--- src/design/x86_64_move_add_encoder_assert.svh ---
// Assertion macros for the move and add encoder.
`ifndef X86_64_MOVE_ADD_ENCODER_ASSERT_SVH
`define X86_64_MOVE_ADD_ENCODER_ASSERT_SVH

// Same-cycle implication, checked outside reset.
`define X64ENC_ASSERT_NOW(label, clk, rst_n, ante, cons, msg) \
    label: assert property (@(posedge clk) disable iff (!rst_n) (ante) |-> (cons)) \
        else $error(msg);

// Next-cycle implication, checked outside reset.
`define X64ENC_ASSERT_NEXT(label, clk, rst_n, ante, cons, msg) \
    label: assert property (@(posedge clk) disable iff (!rst_n) (ante) |=> (cons)) \
        else $error(msg);

`endif

--- src/design/x64enc_pkg.sv ---
// Package: statement codes, command/status types and byte tables of the encoder.
package x64enc_pkg;

    localparam int unsigned MODE_W = 3;
    localparam int unsigned REG_W  = 3;
    localparam int unsigned IMM_W  = 64;
    localparam int unsigned POS_W  = 5;

    localparam logic [MODE_W-1:0] MODE_MOV_REG = 3'd0;
    localparam logic [MODE_W-1:0] MODE_MOV_IMM = 3'd1;
    localparam logic [MODE_W-1:0] MODE_EXIT    = 3'd2;
    localparam logic [MODE_W-1:0] MODE_ADD_REG = 3'd3;
    localparam logic [MODE_W-1:0] MODE_ADD_IMM = 3'd4;
    localparam logic [MODE_W-1:0] MODE_END     = 3'd5;

    localparam logic [7:0] REX_W      = 8'h48;
    localparam logic [7:0] OP_MOV_RR  = 8'h89;
    localparam logic [7:0] OP_MOV_IMM = 8'hB8;
    localparam logic [7:0] OP_ADD_RR  = 8'h01;
    localparam logic [7:0] OP_ADD_IMM = 8'h81;
    localparam logic [7:0] MODRM_REG  = 8'hC0;
    localparam logic [7:0] SYSCALL_0  = 8'h0F;
    localparam logic [7:0] SYSCALL_1  = 8'h05;
    localparam logic [7:0] NR_EXIT    = 8'd60;
    localparam logic [3:0] X86_RDI    = 4'd7;

    typedef struct packed {
        logic load;
        logic emit;
    } t_enc_cmd;

    typedef struct packed {
        logic mode_ok;
        logic at_last;
    } t_enc_sts;

    // Source register code to x86-64 register number; codes zero and seven both map to rbx.
    function automatic logic [3:0] reg_map(input logic [REG_W-1:0] code);
        logic [3:0] r;
        case (code)
            3'd1:    r = 4'd12;
            3'd2:    r = 4'd13;
            3'd3:    r = 4'd14;
            3'd4:    r = 4'd15;
            3'd5:    r = 4'd4;
            3'd6:    r = 4'd5;
            default: r = 4'd3;
        endcase
        return r;
    endfunction

    function automatic logic [POS_W-1:0] enc_len(input logic [MODE_W-1:0] mode);
        logic [POS_W-1:0] n;
        case (mode)
            MODE_MOV_REG: n = 5'd3;
            MODE_MOV_IMM: n = 5'd10;
            MODE_EXIT:    n = 5'd15;
            MODE_ADD_REG: n = 5'd3;
            MODE_ADD_IMM: n = 5'd7;
            MODE_END:     n = 5'd22;
            default:      n = 5'd0;
        endcase
        return n;
    endfunction

    function automatic logic [7:0] imm_byte(input logic [IMM_W-1:0] imm,
                                           input logic [2:0] idx);
        return imm[{idx, 3'b000} +: 8];
    endfunction

    function automatic logic [7:0] rex_rr(input logic [3:0] dst, input logic [3:0] src);
        return REX_W | {5'd0, src[3], 1'b0, dst[3]};
    endfunction

    function automatic logic [7:0] modrm_rr(input logic [3:0] dst, input logic [3:0] src);
        return MODRM_REG | {2'b00, src[2:0], dst[2:0]};
    endfunction

    // Byte at position pos of the code for one statement.
    function automatic logic [7:0] enc_byte(input logic [MODE_W-1:0] mode,
                                           input logic [3:0] dst,
                                           input logic [3:0] src,
                                           input logic [IMM_W-1:0] imm,
                                           input logic [POS_W-1:0] pos);
        logic [7:0]       b;
        logic [POS_W-1:0] off2;
        logic [POS_W-1:0] off3;
        b    = 8'h00;
        off2 = pos - 5'd2;
        off3 = pos - 5'd3;
        case (mode)
            MODE_MOV_REG, MODE_ADD_REG: begin
                if (pos == 5'd0) begin
                    b = rex_rr(dst, src);
                end else if (pos == 5'd1) begin
                    b = (mode == MODE_MOV_REG) ? OP_MOV_RR : OP_ADD_RR;
                end else begin
                    b = modrm_rr(dst, src);
                end
            end
            MODE_MOV_IMM: begin
                if (pos == 5'd0) begin
                    b = REX_W | {7'd0, dst[3]};
                end else if (pos == 5'd1) begin
                    b = OP_MOV_IMM + {5'd0, dst[2:0]};
                end else begin
                    b = imm_byte(imm, off2[2:0]);
                end
            end
            MODE_ADD_IMM: begin
                if (pos == 5'd0) begin
                    b = REX_W | {7'd0, dst[3]};
                end else if (pos == 5'd1) begin
                    b = OP_ADD_IMM;
                end else if (pos == 5'd2) begin
                    b = MODRM_REG | {5'd0, dst[2:0]};
                end else begin
                    b = imm_byte(imm, {1'b0, off3[1:0]});
                end
            end
            MODE_EXIT, MODE_END: begin
                // Both open with mov rax,60 and close with syscall.
                if (pos == 5'd0) begin
                    b = REX_W;
                end else if (pos == 5'd1) begin
                    b = OP_MOV_IMM;
                end else if (pos == 5'd2) begin
                    b = NR_EXIT;
                end else if (pos inside {[5'd3:5'd9]}) begin
                    b = 8'h00;
                end else if (mode == MODE_EXIT) begin
                    case (pos)
                        5'd10:   b = rex_rr(X86_RDI, src);
                        5'd11:   b = OP_MOV_RR;
                        5'd12:   b = modrm_rr(X86_RDI, src);
                        5'd13:   b = SYSCALL_0;
                        default: b = SYSCALL_1;
                    endcase
                end else begin
                    case (pos)
                        5'd10:   b = REX_W;
                        5'd11:   b = OP_MOV_IMM + {5'd0, X86_RDI[2:0]};
                        5'd20:   b = SYSCALL_0;
                        5'd21:   b = SYSCALL_1;
                        default: b = 8'h00;
                    endcase
                end
            end
            default: b = 8'h00;
        endcase
        return b;
    endfunction

endpackage

--- src/design/x86_64_move_add_encoder.sv ---
// Once start is taken the controller enters its emit state, which registers bytes into o_out_byte one per cycle.
// One statement at a time: start is taken only while idle, and busy stays high until the last byte is emitted.
// A statement with mode six or seven is accepted while idle and emits nothing.
// Reset (i_rst_n low, synchronous) returns to idle with no strobe pending.
// The receiver cannot stall: each byte is strobed by o_valid for exactly one cycle.
// Top level: x86-64 move/add statement encoder.
module x86_64_move_add_encoder (
    input  logic                            i_clk,
    input  logic                            i_rst_n,
    input  logic                            start,
    output logic                            busy,
    input  logic [x64enc_pkg::MODE_W-1:0]   i_mode,
    input  logic [x64enc_pkg::REG_W-1:0]    i_dest_register,
    input  logic [x64enc_pkg::REG_W-1:0]    i_source_register,
    input  logic [x64enc_pkg::IMM_W-1:0]    i_immediate,
    output logic                            o_valid,
    output logic [7:0]                      o_out_byte,
    output logic                            o_last_byte
);
    import x64enc_pkg::*;

    `include "x86_64_move_add_encoder_assert.svh"

    t_enc_cmd cmd;
    t_enc_sts sts;

    x64enc_ctrl u_ctrl (
        .i_clk   (i_clk),
        .i_rst_n (i_rst_n),
        .start   (start),
        .busy    (busy),
        .o_valid (o_valid),
        .o_cmd   (cmd),
        .i_sts   (sts)
    );

    x64enc_dp u_dp (
        .i_clk             (i_clk),
        .i_rst_n           (i_rst_n),
        .i_cmd             (cmd),
        .o_sts             (sts),
        .i_mode            (i_mode),
        .i_dest_register   (i_dest_register),
        .i_source_register (i_source_register),
        .i_immediate       (i_immediate),
        .o_out_byte        (o_out_byte),
        .o_last_byte       (o_last_byte)
    );

    `X64ENC_ASSERT_NOW(a_last_has_strobe, i_clk, i_rst_n, o_last_byte, o_valid, "last flag without strobe")
    `X64ENC_ASSERT_NEXT(a_gap_after_last, i_clk, i_rst_n, o_valid && o_last_byte, !o_valid, "byte right after last byte")
    `X64ENC_ASSERT_NEXT(a_accept_busy, i_clk, i_rst_n, start && !busy && sts.mode_ok, busy && !o_valid, "valid statement did not start")
    `X64ENC_ASSERT_NEXT(a_busy_emits, i_clk, i_rst_n, busy, o_valid, "busy cycle emitted no byte")

endmodule

--- src/design/x64enc_dp.sv ---
// Datapath: statement registers, byte position counter and output byte register.
module x64enc_dp (
    input  logic                            i_clk,
    input  logic                            i_rst_n,
    input  x64enc_pkg::t_enc_cmd            i_cmd,
    output x64enc_pkg::t_enc_sts            o_sts,
    input  logic [x64enc_pkg::MODE_W-1:0]   i_mode,
    input  logic [x64enc_pkg::REG_W-1:0]    i_dest_register,
    input  logic [x64enc_pkg::REG_W-1:0]    i_source_register,
    input  logic [x64enc_pkg::IMM_W-1:0]    i_immediate,
    output logic [7:0]                      o_out_byte,
    output logic                            o_last_byte
);
    import x64enc_pkg::*;

    logic [MODE_W-1:0] r_mode;
    logic [3:0]        r_dst;
    logic [3:0]        r_src;
    logic [IMM_W-1:0]  r_imm;
    logic [POS_W-1:0]  r_pos;
    logic [7:0]        r_out_byte;
    logic              r_out_last;
    logic              at_last;

    assign at_last       = (r_pos == enc_len(r_mode) - 5'd1);
    assign o_sts.at_last = at_last;
    assign o_sts.mode_ok = (enc_len(i_mode) != 5'd0);

    always_ff @(posedge i_clk) begin
        if (!i_rst_n) begin
            r_pos      <= '0;
            r_out_last <= 1'b0;
        end else begin
            if (i_cmd.load) begin
                r_pos <= '0;
            end else if (i_cmd.emit) begin
                r_pos <= r_pos + 5'd1;
            end
            // Last flag only rides along with a strobed byte.
            r_out_last <= i_cmd.emit && at_last;
        end
    end

    always_ff @(posedge i_clk) begin
        if (i_cmd.load) begin
            r_mode <= i_mode;
            r_dst  <= reg_map(i_dest_register);
            r_src  <= reg_map(i_source_register);
            r_imm  <= i_immediate;
        end
        if (i_cmd.emit) begin
            r_out_byte <= enc_byte(r_mode, r_dst, r_src, r_imm, r_pos);
        end
    end

    assign o_out_byte  = r_out_byte;
    assign o_last_byte = r_out_last;

endmodule

--- src/design/x64enc_ctrl.sv ---
// Controller: accepts a statement and sequences one byte emission per cycle.
module x64enc_ctrl (
    input  logic                  i_clk,
    input  logic                  i_rst_n,
    input  logic                  start,
    output logic                  busy,
    output logic                  o_valid,
    output x64enc_pkg::t_enc_cmd  o_cmd,
    input  x64enc_pkg::t_enc_sts  i_sts
);
    import x64enc_pkg::*;

    typedef enum logic {
        S_IDLE,
        S_EMIT
    } t_state;

    t_state r_state;
    t_state n_state;
    logic   r_valid;
    logic   n_valid;

    assign busy       = (r_state == S_EMIT);
    assign o_cmd.load = start && (r_state == S_IDLE);
    assign o_cmd.emit = (r_state == S_EMIT);

    always_comb begin
        n_state = r_state;
        n_valid = 1'b0;
        case (r_state)
            S_IDLE: begin
                // Drop statements with no form: accepted, nothing emitted.
                if (start && i_sts.mode_ok) begin
                    n_state = S_EMIT;
                end
            end
            S_EMIT: begin
                n_valid = 1'b1;
                if (i_sts.at_last) begin
                    n_state = S_IDLE;
                end
            end
            default: n_state = S_IDLE;
        endcase
    end

    always_ff @(posedge i_clk) begin
        if (!i_rst_n) begin
            r_state <= S_IDLE;
            r_valid <= 1'b0;
        end else begin
            r_state <= n_state;
            r_valid <= n_valid;
        end
    end

    assign o_valid = r_valid;

endmodule
--- config.mk ---
export PLATFORM = sky130hd
export DESIGN_NAME = x86_64_move_add_encoder
export DESIGN_NICKNAME = d
export VERILOG_FILES = /design/src/design/x64enc_pkg.sv /design/src/design/x86_64_move_add_encoder.sv /design/src/design/x64enc_dp.sv /design/src/design/x64enc_ctrl.sv
export VERILOG_INCLUDE_DIRS = /design/src /design/src/design
export SDC_FILE = /design/constraint.sdc
export NUM_CORES = 1
export LEC_CHECK = 0
export BUFFER_PORTS_ARGS = -buffer_cell sky130_fd_sc_hd__buf_2
export CORE_MARGIN = 2
export CORE_UTILIZATION = 58
export CTS_BUF_LIST = sky130_fd_sc_hd__clkbuf_4 sky130_fd_sc_hd__clkbuf_8
export CTS_CLUSTER_DIAMETER = 120
export CTS_CLUSTER_SIZE = 8
export DETAILED_ROUTE_END_ITERATION = 10
export HOLD_SLACK_MARGIN = 0.08
export PLACE_DENSITY = 0.91
export SLEW_MARGIN = 20
export SYNTH_ARGS = -nofsm -noshare
export SYNTH_HDL_FRONTEND = slang
export SYNTH_SLANG_ARGS = --single-unit
--- constraint.sdc ---
create_clock -name i_clk -period 6.32 [get_ports i_clk]
set_clock_uncertainty 0.15 [all_clocks]
set_input_delay 1.58 -clock i_clk [delete_from_list [all_inputs] [get_ports i_clk]]
set_output_delay 1.58 -clock i_clk [all_outputs]
set_load 0.02 [all_outputs]
After elaboration in Yosys (flattened, before gate mapping)
Cells that the tools add are included.
Widths: inputs -> output; s select.
{ "totals": {"regBits": 91, "inputBits": 76, "elab_cells": 87} }
{ "op_classes": {"eq_ne": 31, "mux": 24, "reduce_logical": 12, "add_sub_neg": 5, "bitwise": 2, "n_shift": 2, "magnitude_cmp": 2} }
{ "ops": {"columns": ["cell", "n"], "rows": [
  ["$mux 8", 13],
  ["$pmux 8 s4", 3],
  ["$shiftx 64x6->8", 1],
  ["$shiftx 64x7->8", 1],
  ["$pmux 5 s5", 2],
  ["$pmux 4 s6", 2],
  ["$eq 3x3->1 const B", 10],
  ["$eq 3x2->1 const B", 8],
  ["$eq 5x4->1 const B", 4],
  ["$eq 3x1->1 const B", 4],
  ["$eq 5x5->1 const B", 2],
  ["$add 8x3->8 const A", 1],
  ["$reduce_or 2->1", 4],
  ["$logic_not 3->1", 2],
  ["$add 5x1->5 const B", 1],
  ["$eq 5x1->1 const B", 1],
  ["$eq 5x2->1 const B", 1],
  ["$eq 5x5->1", 1],
  ["$ge 5x2->1 const B", 1],
  ["$le 5x4->1 const B", 1],
  ["$logic_not 5->1", 1],
  ["$reduce_bool 5->1", 1],
  ["$sub 5x1->5 const B", 1],
  ["$logic_and 1x1->1", 4],
  ["5 further kinds", 8]
]} }

Longest topological paths before layout
Gate-level depths: netlist (run 1).
{ "depth": {"word_depth": 8, "depth_mapped": 10, "mapped_depth_nobuf": 8} }

Modules after synthesis
Synthesis (run 1) repeated with hierarchy kept, for this count alone.
{ "unflattened": {"hier_cells": 329, "area_unflattened_um2": 4624.4} }
{ "modules_own_cells": {"columns": ["module", "cells_per_inst", "seq_area_each_um2", "instances", "area_per_inst_um2"], "rows": [
  ["x64enc_dp", 322, 2612.5, 1, 4546.9],
  ["x64enc_ctrl", 7, 40.0, 1, 77.6]
]} }

Worst setup path before layout (run 1)
Ideal clock, no wire load.
{ "synth_path": {"kind": "input -> register", "start": "input port start", "end": "register u_dp.r_dst[0] (enable)", "setup_time_ns": 0.516, "required_time_ns": 5.654, "arrival_ns": 4.864, "setup_slack_ns": 0.790, "path_stages": 1, "n_path_buf": 0, "path_cell_list": "nor2b_1"} }
{ "synth_between": {"elab_chain_len": 1} }
{ "synth_lines": {"columns": ["element", "line_no", "text"], "rows": [
  ["start, declared", "x86_64_move_add_encoder.sv:10", "input logic start,"],
  ["$logic_and 1x1->1", "x64enc_ctrl.sv:24", "assign o_cmd.load = start && (r_state == S_IDLE);"],
  ["end signal, assigned", "x64enc_dp.sv:47", "r_dst <= reg_map(i_dest_register);"],
  ["end, declared", "x64enc_dp.sv:17", "logic [3:0] r_dst;"]
]} }
No other way between the ends.
A chain may end at the register's enable or synchronous reset.

Worst setup path after layout (run 1)
{ "layout_path": {"start": "register u_dp.r_pos[2]", "end": "register u_dp.r_out_byte[1] (netlist: u_dp.o_out_byte[1]), data pin"} }
{ "layout_between": {"elab_chain_len": 8, "word_cells_on_any_way": 29, "cone_classes": "add/sub (1); order compare (2); eq/ne (8); shift (1); mux (15); reduce/logical (2)"} }
{ "layout_lines": {"columns": ["element", "line_no", "text"], "rows": [
  ["start, declared", "x64enc_dp.sv:20", "logic [POS_W-1:0] r_pos;"],
  ["start signal, assigned", "x64enc_dp.sv:37", "r_pos <= r_pos + 5'd1;"],
  ["parallel branches: the longest is 7 deep, another holds $sub 3x2->3", null, null],
  ["$pmux 8 s4 *", "x64enc_pkg.sv:91", "case (mode)"],
  ["end signal, assigned", "x64enc_dp.sv:52", "r_out_byte <= enc_byte(r_mode, r_dst, r_src, r_imm, r_pos);"],
  ["end, declared", "x64enc_dp.sv:21", "logic [7:0] r_out_byte;"]
]} }
Every way passes the cells marked *.

==> key figures, run 1 <==
Status
  – Status: finished clean

Setup path
  – Worst path required time: 6.27 ns
  – Critical Path Start Type: flip-flop
  – CP arrival: 3.36 ns
  – Worst path buffer plus inverter count: 1
  – Critical path class: flip-flop to flip-flop
  – Crit-path leading delay family: flip-flops
  – Crit-path cells: inv_1, ha_1, mux4_2, mux2_2, and2_0, o21ai_1, a41oi_1
  – CP max FO: 20
  – Max stage delay cell, worst path: dfxtp_1
  – CP max stage delay: 0.94 ns
  – Crit. End Element: flip-flop

Clocking
  – CTS clk-pin slew, worst paths: 0.09 ns
  – Number of H-tree levels: 3
  – Clock buffer count from CTS: 9
  – CTS Hold Bufs: 0
  – Clk_lat worst skew: 0.37 ns
  – Longest Clk Path Bufs: 2
  – Post-CTS setup buffers: 0
  – TritonCTS clock tree: done
  – Post_cts resized: 0
  – Clock Tree Root: clkbuf_8
  – Clk sinks: 91

GRT
  – All-Layer GR Usage: 26.7%
  – Largest net degree at the start of global routing: 72
  – Global route total overflow: 0
  – Initial antenna violation count: 0
  – Vias in the first global route: 3132
  – First-pass GRT wire length: 17200 um

Yosys
  – Mapped cell area: 0.00467 mm^2
  – Seq cells post-synth: 91
  – Post-synth EDFFs: 83
  – Synth Flop Type: edfxtp_1
  – Cells after synthesis: 332
  – Distinct cells, synth: 62
  – Seq/Total Area, Yosys: 56.8%
  – Asr flop ratio synth: 0%
  – Syn avg cell area: 14.1 um^2
  – Synth warn: 0
  – Post-Syn Nets: 416

Drt
  – Post-DRT Antenna Nets: 0
  – Pre-Repair DR Iteration Count: 6
  – Initial DRC count: 338
  – Vias per inst: 6.41
  – Final WL: 10900 um
  – Detailed-route DRC error count: 0
  – Avg WL per Cell: 21.1 um
  – Vias after detailed routing: 3332

Timing
  – Clock period minus worst slack: 3.41 ns
  – Fin. Hold Viols: 0
  – Setup-failing EPs final: 0
  – Fin crit share: 54.0%
  – Actual slew at the worst max-slew pin: 0.970 ns
  – Max transition margin: 35.3%
  – Fmax: 293 MHz
  – Final setup TNS: 0 ns
  – PnR worst setup slack: 2.91 ns
  – Max Slew Vio Count: 0
  – RSZ-0062 raised after global routing: no

Finish
  – Area grow syn2layout: 14.1%
  – Most frequent cells in the layout: 86 x buf_2, 83 x edfxtp_1, 28 x a21oi_1
  – Ant. Diodes: 0
  – Commonest non-fill, non-tap cell in the layout: buf_2
  – Layout cells sized above 1: 34.9%
  – Fin area: 0.00533 mm^2
  – Final nets: 498
  – Layout Cells excl Fill: 520

Floorplan
  – Core area: 0.00777 mm^2
  – Starting density of the core: 60.1%
  – Chip Height: 93.7 um
  – Die ar.: 0.00878 mm^2
  – I/O Pins: 87
  – Num rows: 32
  – Die Wd: 93.7 um

Power
  – Pwr Density: 253 mW/mm^2
  – P_leak: 1.95 nW
  – VDD IR max: 0.000228 V

Placed design
  – Pre-CTS setup slack: 2.83 ns
  – Placed wire-length estimate: 7520 um
  – Buffers on Ports: 86
  – Placed Cells: 505
  – Gp weighted congestion: 1.04
  – Post-DP Area: 0.00513 mm^2

Worst hold path
  – Worst hold path type: flip-flop to flip-flop

Job
  – Max_cap viols: 0
flip-flops by register name, summed over array words and instances (netlist names):
| register | flops |
|---|---|
| u_dp.o_last_byte | 1 |
| u_dp.o_out_byte | 8 |
| u_dp.r_dst | 4 |
| u_dp.r_mode | 3 |
| u_ctrl.busy | 1 |
| u_ctrl.o_valid | 1 |
| u_dp.r_imm | 64 |
| u_dp.r_src | 4 |
| u_dp.r_pos | 5 |
final timing paths:
path / endpoint / cells after the start / start / slack [ns]
hold / removal: u_dp.o_out_byte[0] / 2 / u_dp.r_dst[3] / 0.54
setup reg to reg: u_dp.o_out_byte[1] / 7 / u_dp.r_pos[2] / 2.91
setup / recovery: u_dp.o_out_byte[1] / 7 / u_dp.r_pos[2] / 2.91
hold reg to reg: u_dp.o_out_byte[0] / 2 / u_dp.r_dst[3] / 0.54
metal layers:
| metal | vias up | global-route usage, % | part of all wire [%] |
|---|---|---|---|
| met2 | 237 | 43.6 | 49 |
| met1 | 1588 | 35.7 | 38 |
| met4 | 0 | 9.42 | 3.9 |
| met3 | 40 | 5.78 | 8.8 |
| met5 | - | 0 | 0 |
| li1 | 1467 | - | - |
power breakdown:
part	total, mW	switching [mW]	internal (mW)
Sequential	0.745	0.0325	0.713
Combinational	0.198	0.108	0.0905
Clock	0.403	0.217	0.186
Total	1.35	0.357	0.989
Yosys cell counts (3+ instances only):
master | number | share of area, %
xnor2_1 | 5 | 0.94
mux2i_1 | 4 | 0.86
inv_1 | 8 | 0.64
clkbuf_1 | 3 | 0.24
buf_6 | 5 | 1.2
mux4_2 | 24 | 12
nand2_1 | 23 | 1.8
edfxtp_1 | 83 | 53
nor2b_1 | 11 | 1.5
nor3b_1 | 4 | 0.64
a22o_1 | 3 | 0.56
a31oi_1 | 3 | 0.40
dfxtp_1 | 8 | 3.4
o21ai_0 | 11 | 1.2
nand3_1 | 8 | 0.86
nand4_1 | 3 | 0.40
nor2_1 | 13 | 1.0
buf_2 | 8 | 0.86
a21oi_1 | 28 | 3.0
ha_1 | 8 | 2.1
and3_1 | 4 | 0.54
mux2_2 | 3 | 0.72
nand4b_1 | 4 | 0.75
o211ai_1 | 3 | 0.48
xor2_1 | 3 | 0.56
nor3_1 | 7 | 0.75
worst reg2reg max path, delay by kind of cell (launching register included):
family | cells | cell delay, ns
buffers and inverters | 1 | 0.29
adder cells (fa/ha/maj) | 1 | 0.72
flip-flops | 1 | 0.94
AND/OR/NAND/NOR | 1 | 0.15
AO/OA/AOI/OAI | 2 | 0.23
multiplexers | 2 | 0.66
logic make-up after synthesis:
family / synth area share (%)
compound gates: 10.1
xor+xnor: 1.50
fa+ha+maj: 2.14
buf+inv: 3.43
flops: 56.8
mux: 13.2
simple gates: 12.9
metrics by stage:
| stage | util (%) | total power [mW] | hold slack [ns] |
|---|---|---|---|
| global placement | 66.0 | 0.943 | 0.531 |
| detailed placement | 66.0 | 0.951 | 0.527 |
| finish | 68.6 | 1.35 | 0.538 |
| global route | 68.6 | 1.39 | 0.598 |
| floorplan | - | 0.884 | 0.450 |
| CTS | 68.6 | 1.35 | 0.544 |
final cells by class:
cell class,instances,area [um^2]
Clock buffer,9,124
Clock inverter,6,72.6
Fill cell,518,2440
Inverter,9,33.8
Multi-Input combinational cell,214,1860
Sequential cell,91,2650
Tap cell,102,128
Timing Repair Buffer,89,453
Note: power is estimated with default switching activity, not from simulation.
==> run 2, diff against run 1 <==
==> constraint.sdc (replaced) <==
create_clock -name i_clk -period 3.48 [get_ports i_clk]
set_clock_uncertainty 0.15 [all_clocks]
set_input_delay 0.87 -clock i_clk [delete_from_list [all_inputs] [get_ports i_clk]]
set_output_delay 0.87 -clock i_clk [all_outputs]
set_load 0.02 [all_outputs]
==> key figures, run 2 (synthesis gave the netlist of run 1 again) <==
Drt
  – Post-DRT Antenna Nets: 0 (unchanged)
  – Wire length on met2: 5610 um (+3.6%)
  – Met3 routed WL: 1030 um (+6.8%)
  – Vias per inst: 6.39 (-0.23%)
  – Vias after detailed routing: 3369 (+1.1%)
  – Detailed-route DRC error count: 0 (unchanged)
  – Pre-Repair DR Iteration Count: 5 (-1)
  – Max Used Layer: met4
  – Initial DRC count: 258 (-24%)
  – Avg WL per Cell: 21.3 um (+1.0%)
  – Final WL: 11200 um (+2.4%)
  – Metal1 wirelength: 4150 um (+0.24%)

Timing
  – Fin crit share: 80.0% (+26 points)
  – Setup-failing EPs final: 0 (unchanged)
  – Max Slew Vio Count: 0 (unchanged)
  – Fmax: 359 MHz (+23%)
  – Actual slew at the worst max-slew pin: 1.01 ns (+0.0391 ns)
  – Final setup TNS: 0 ns (unchanged)
  – Clock period minus worst slack: 2.78 ns (-0.630 ns)
  – Max transition margin: 32.6% (-2.6 points)
  – Fin. Hold Viols: 0 (unchanged)
  – RSZ-0062 raised after global routing: no

Clocking
  – Number of H-tree levels: 3 (unchanged)
  – Clk_lat worst skew: 0.36 ns (about the same)
  – Clock buffer count from CTS: 9 (unchanged)
  – Post_cts resized: 0 (unchanged)
  – CTS Hold Bufs: 0 (unchanged)
  – Clock Tree Root: clkbuf_8
  – Clk sinks: 91 (unchanged)
  – Longest Clk Path Bufs: 2 (unchanged)
  – Post-CTS setup buffers: 0 (unchanged)
  – TritonCTS clock tree: done
  – CTS clk-pin slew, worst paths: 0.10 ns (about the same)

Floorplan
  – Num rows: 32 (unchanged)
  – Core area: 0.00777 mm^2 (unchanged)
  – Starting density of the core: 60.1% (unchanged)
  – Chip Height: 93.7 um (unchanged)
  – Die ar.: 0.00878 mm^2 (unchanged)
  – Die Wd: 93.7 um (unchanged)
  – I/O Pins: 87 (unchanged)

Power
  – VDD IR max: 0.000407 V (+79%)
  – P_leak: 1.98 nW (+1.6%)
  – Pwr Density: 449 mW/mm^2 (+78%)

Setup path
  – CP arrival: 2.74 ns (-0.62 ns)
  – R2R depth: 7 (unchanged)
  – Critical path class: flip-flop to flip-flop
  – CP max stage delay: 0.51 ns (-0.43 ns)
  – Levels on crit path: 7 (unchanged)
  – Crit. End Element: flip-flop
  – CP max FO: 17 (-15%)
  – Max stage delay cell, worst path: or4_1
  – Crit-path cells: buf_4, ha_1, nor4b_4, nand2b_1, nand3_1, a221oi_1, or4_1
  – Critical Path Start Type: flip-flop
  – Crit-path leading delay family: simple AND/OR/NAND/NOR gates
  – Worst path required time: 3.44 ns (-2.83 ns)
  – Worst path buffer plus inverter count: 1 (unchanged)

Finish
  – Commonest non-fill, non-tap cell in the layout: buf_2
  – Layout cells sized above 1: 35.8% (+0.84 points)
  – Max reg flops: 64 (unchanged)
  – Final nets: 504 (+1.2%)
  – Most frequent cells in the layout: 86 x buf_2, 83 x edfxtp_1, 28 x a21oi_1
  – Area grow syn2layout: 15.3%
  – Biggest register: u_dp.r_imm
  – Ant. Diodes: 0 (unchanged)
  – Fin area: 0.00538 mm^2 (+1.1%)

GRT
  – Global route total overflow: 0 (unchanged)
  – First-pass GRT wire length: 17800 um (+3.7%)
  – Vias in the first global route: 3336 (+6.5%)
  – Initial antenna violation count: 0 (unchanged)
  – Largest net degree at the start of global routing: 27 (-63%)
  – All-Layer GR Usage: 27.4% (+0.72 points)

Status
  – Status: finished clean

Worst hold path
  – Worst hold path depth: 1 (-1)
  – Worst hold path type: input pin to flip-flop

Job
  – Max_cap viols: 0 (unchanged)

Placed design
  – Post-DP Area: 0.00520 mm^2 (+1.4%)
  – Placed wire-length estimate: 8010 um (+6.4%)
  – Buffers on Ports: 86 (unchanged)
  – Gp weighted congestion: 1.00 (-3.7%)
## run 2: changes by cell type in the layout (fill, tap and decap cells not counted)
cell        previous run  this run
dfxtp_1                7         8
dfxtp_2                1         0
clkinv_2               0         1
bufinv_16              1         0
inv_8                  0         2
inv_6                  3         2
clkinv_4               1         0
clkinvlp_4             1         2
buf_4                  3         7
buf_12                 0         2
## run 2: worst paths after layout
check             startpoint            endpoint  slack [ns]
max            u_dp.r_pos[0]  u_dp.o_out_byte[3]        0.70
min          i_immediate[44]      u_dp.r_imm[44]        0.53
max reg2reg    u_dp.r_pos[0]  u_dp.o_out_byte[3]        0.70
min reg2reg    u_dp.r_pos[2]       u_dp.r_pos[2]        0.57
## run 2: metrics by stage
stage	setup WS, ns	hold slack, ns	power [mW]	util (%)	cells
final	0.697	0.525	2.42	69.3	527
after global routing	0.544	0.511	2.51	69.3	527
after CTS	0.723	0.518	2.42	69.3	527
after detailed placement	0.750	0.540	1.75	66.9	511
after global placement	0.776	0.538	1.73	66.9	511
after floorplan	0.0635	0.450	1.60	-	332
## run 2: cell type report
type	instances	area, um^2
clock buffer	9	124
sequential	91	2650
fill	532	2380
inverter	9	33.8
timing repair buffer	95	523
multi-input combinational	214	1860
clock inverter	7	60.1
tap	102	128
## run 2: worst register-to-register path: cells and delay by family (launching register included)
family | cells | cell delay (ns)
flip-flops | 1 | 0.39
adder cells (fa/ha/maj) | 1 | 0.44
AND/OR/NAND/NOR | 4 | 1.16
AO/OA/AOI/OAI | 1 | 0.08
buffers and inverters | 1 | 0.31
## run 2: per-layer routing
| layer | GRT usage, % | vias up |
|---|---|---|
| li1 | - | 1483 |
| met2 | 44.3 | 196 |
| met5 | 0 | - |
| met4 | 12.1 | 0 |
| met1 | 34.9 | 1652 |
| met3 | 7.46 | 38 |
## run 2: report_power, final
| part | internal, mW | switching [mW] | leakage (nW) |
|---|---|---|---|
| clock network | 0.273 | 0.410 | 0.0901 |
| logic | 0.176 | 0.205 | 1.03 |
| registers | 1.29 | 0.0586 | 0.860 |
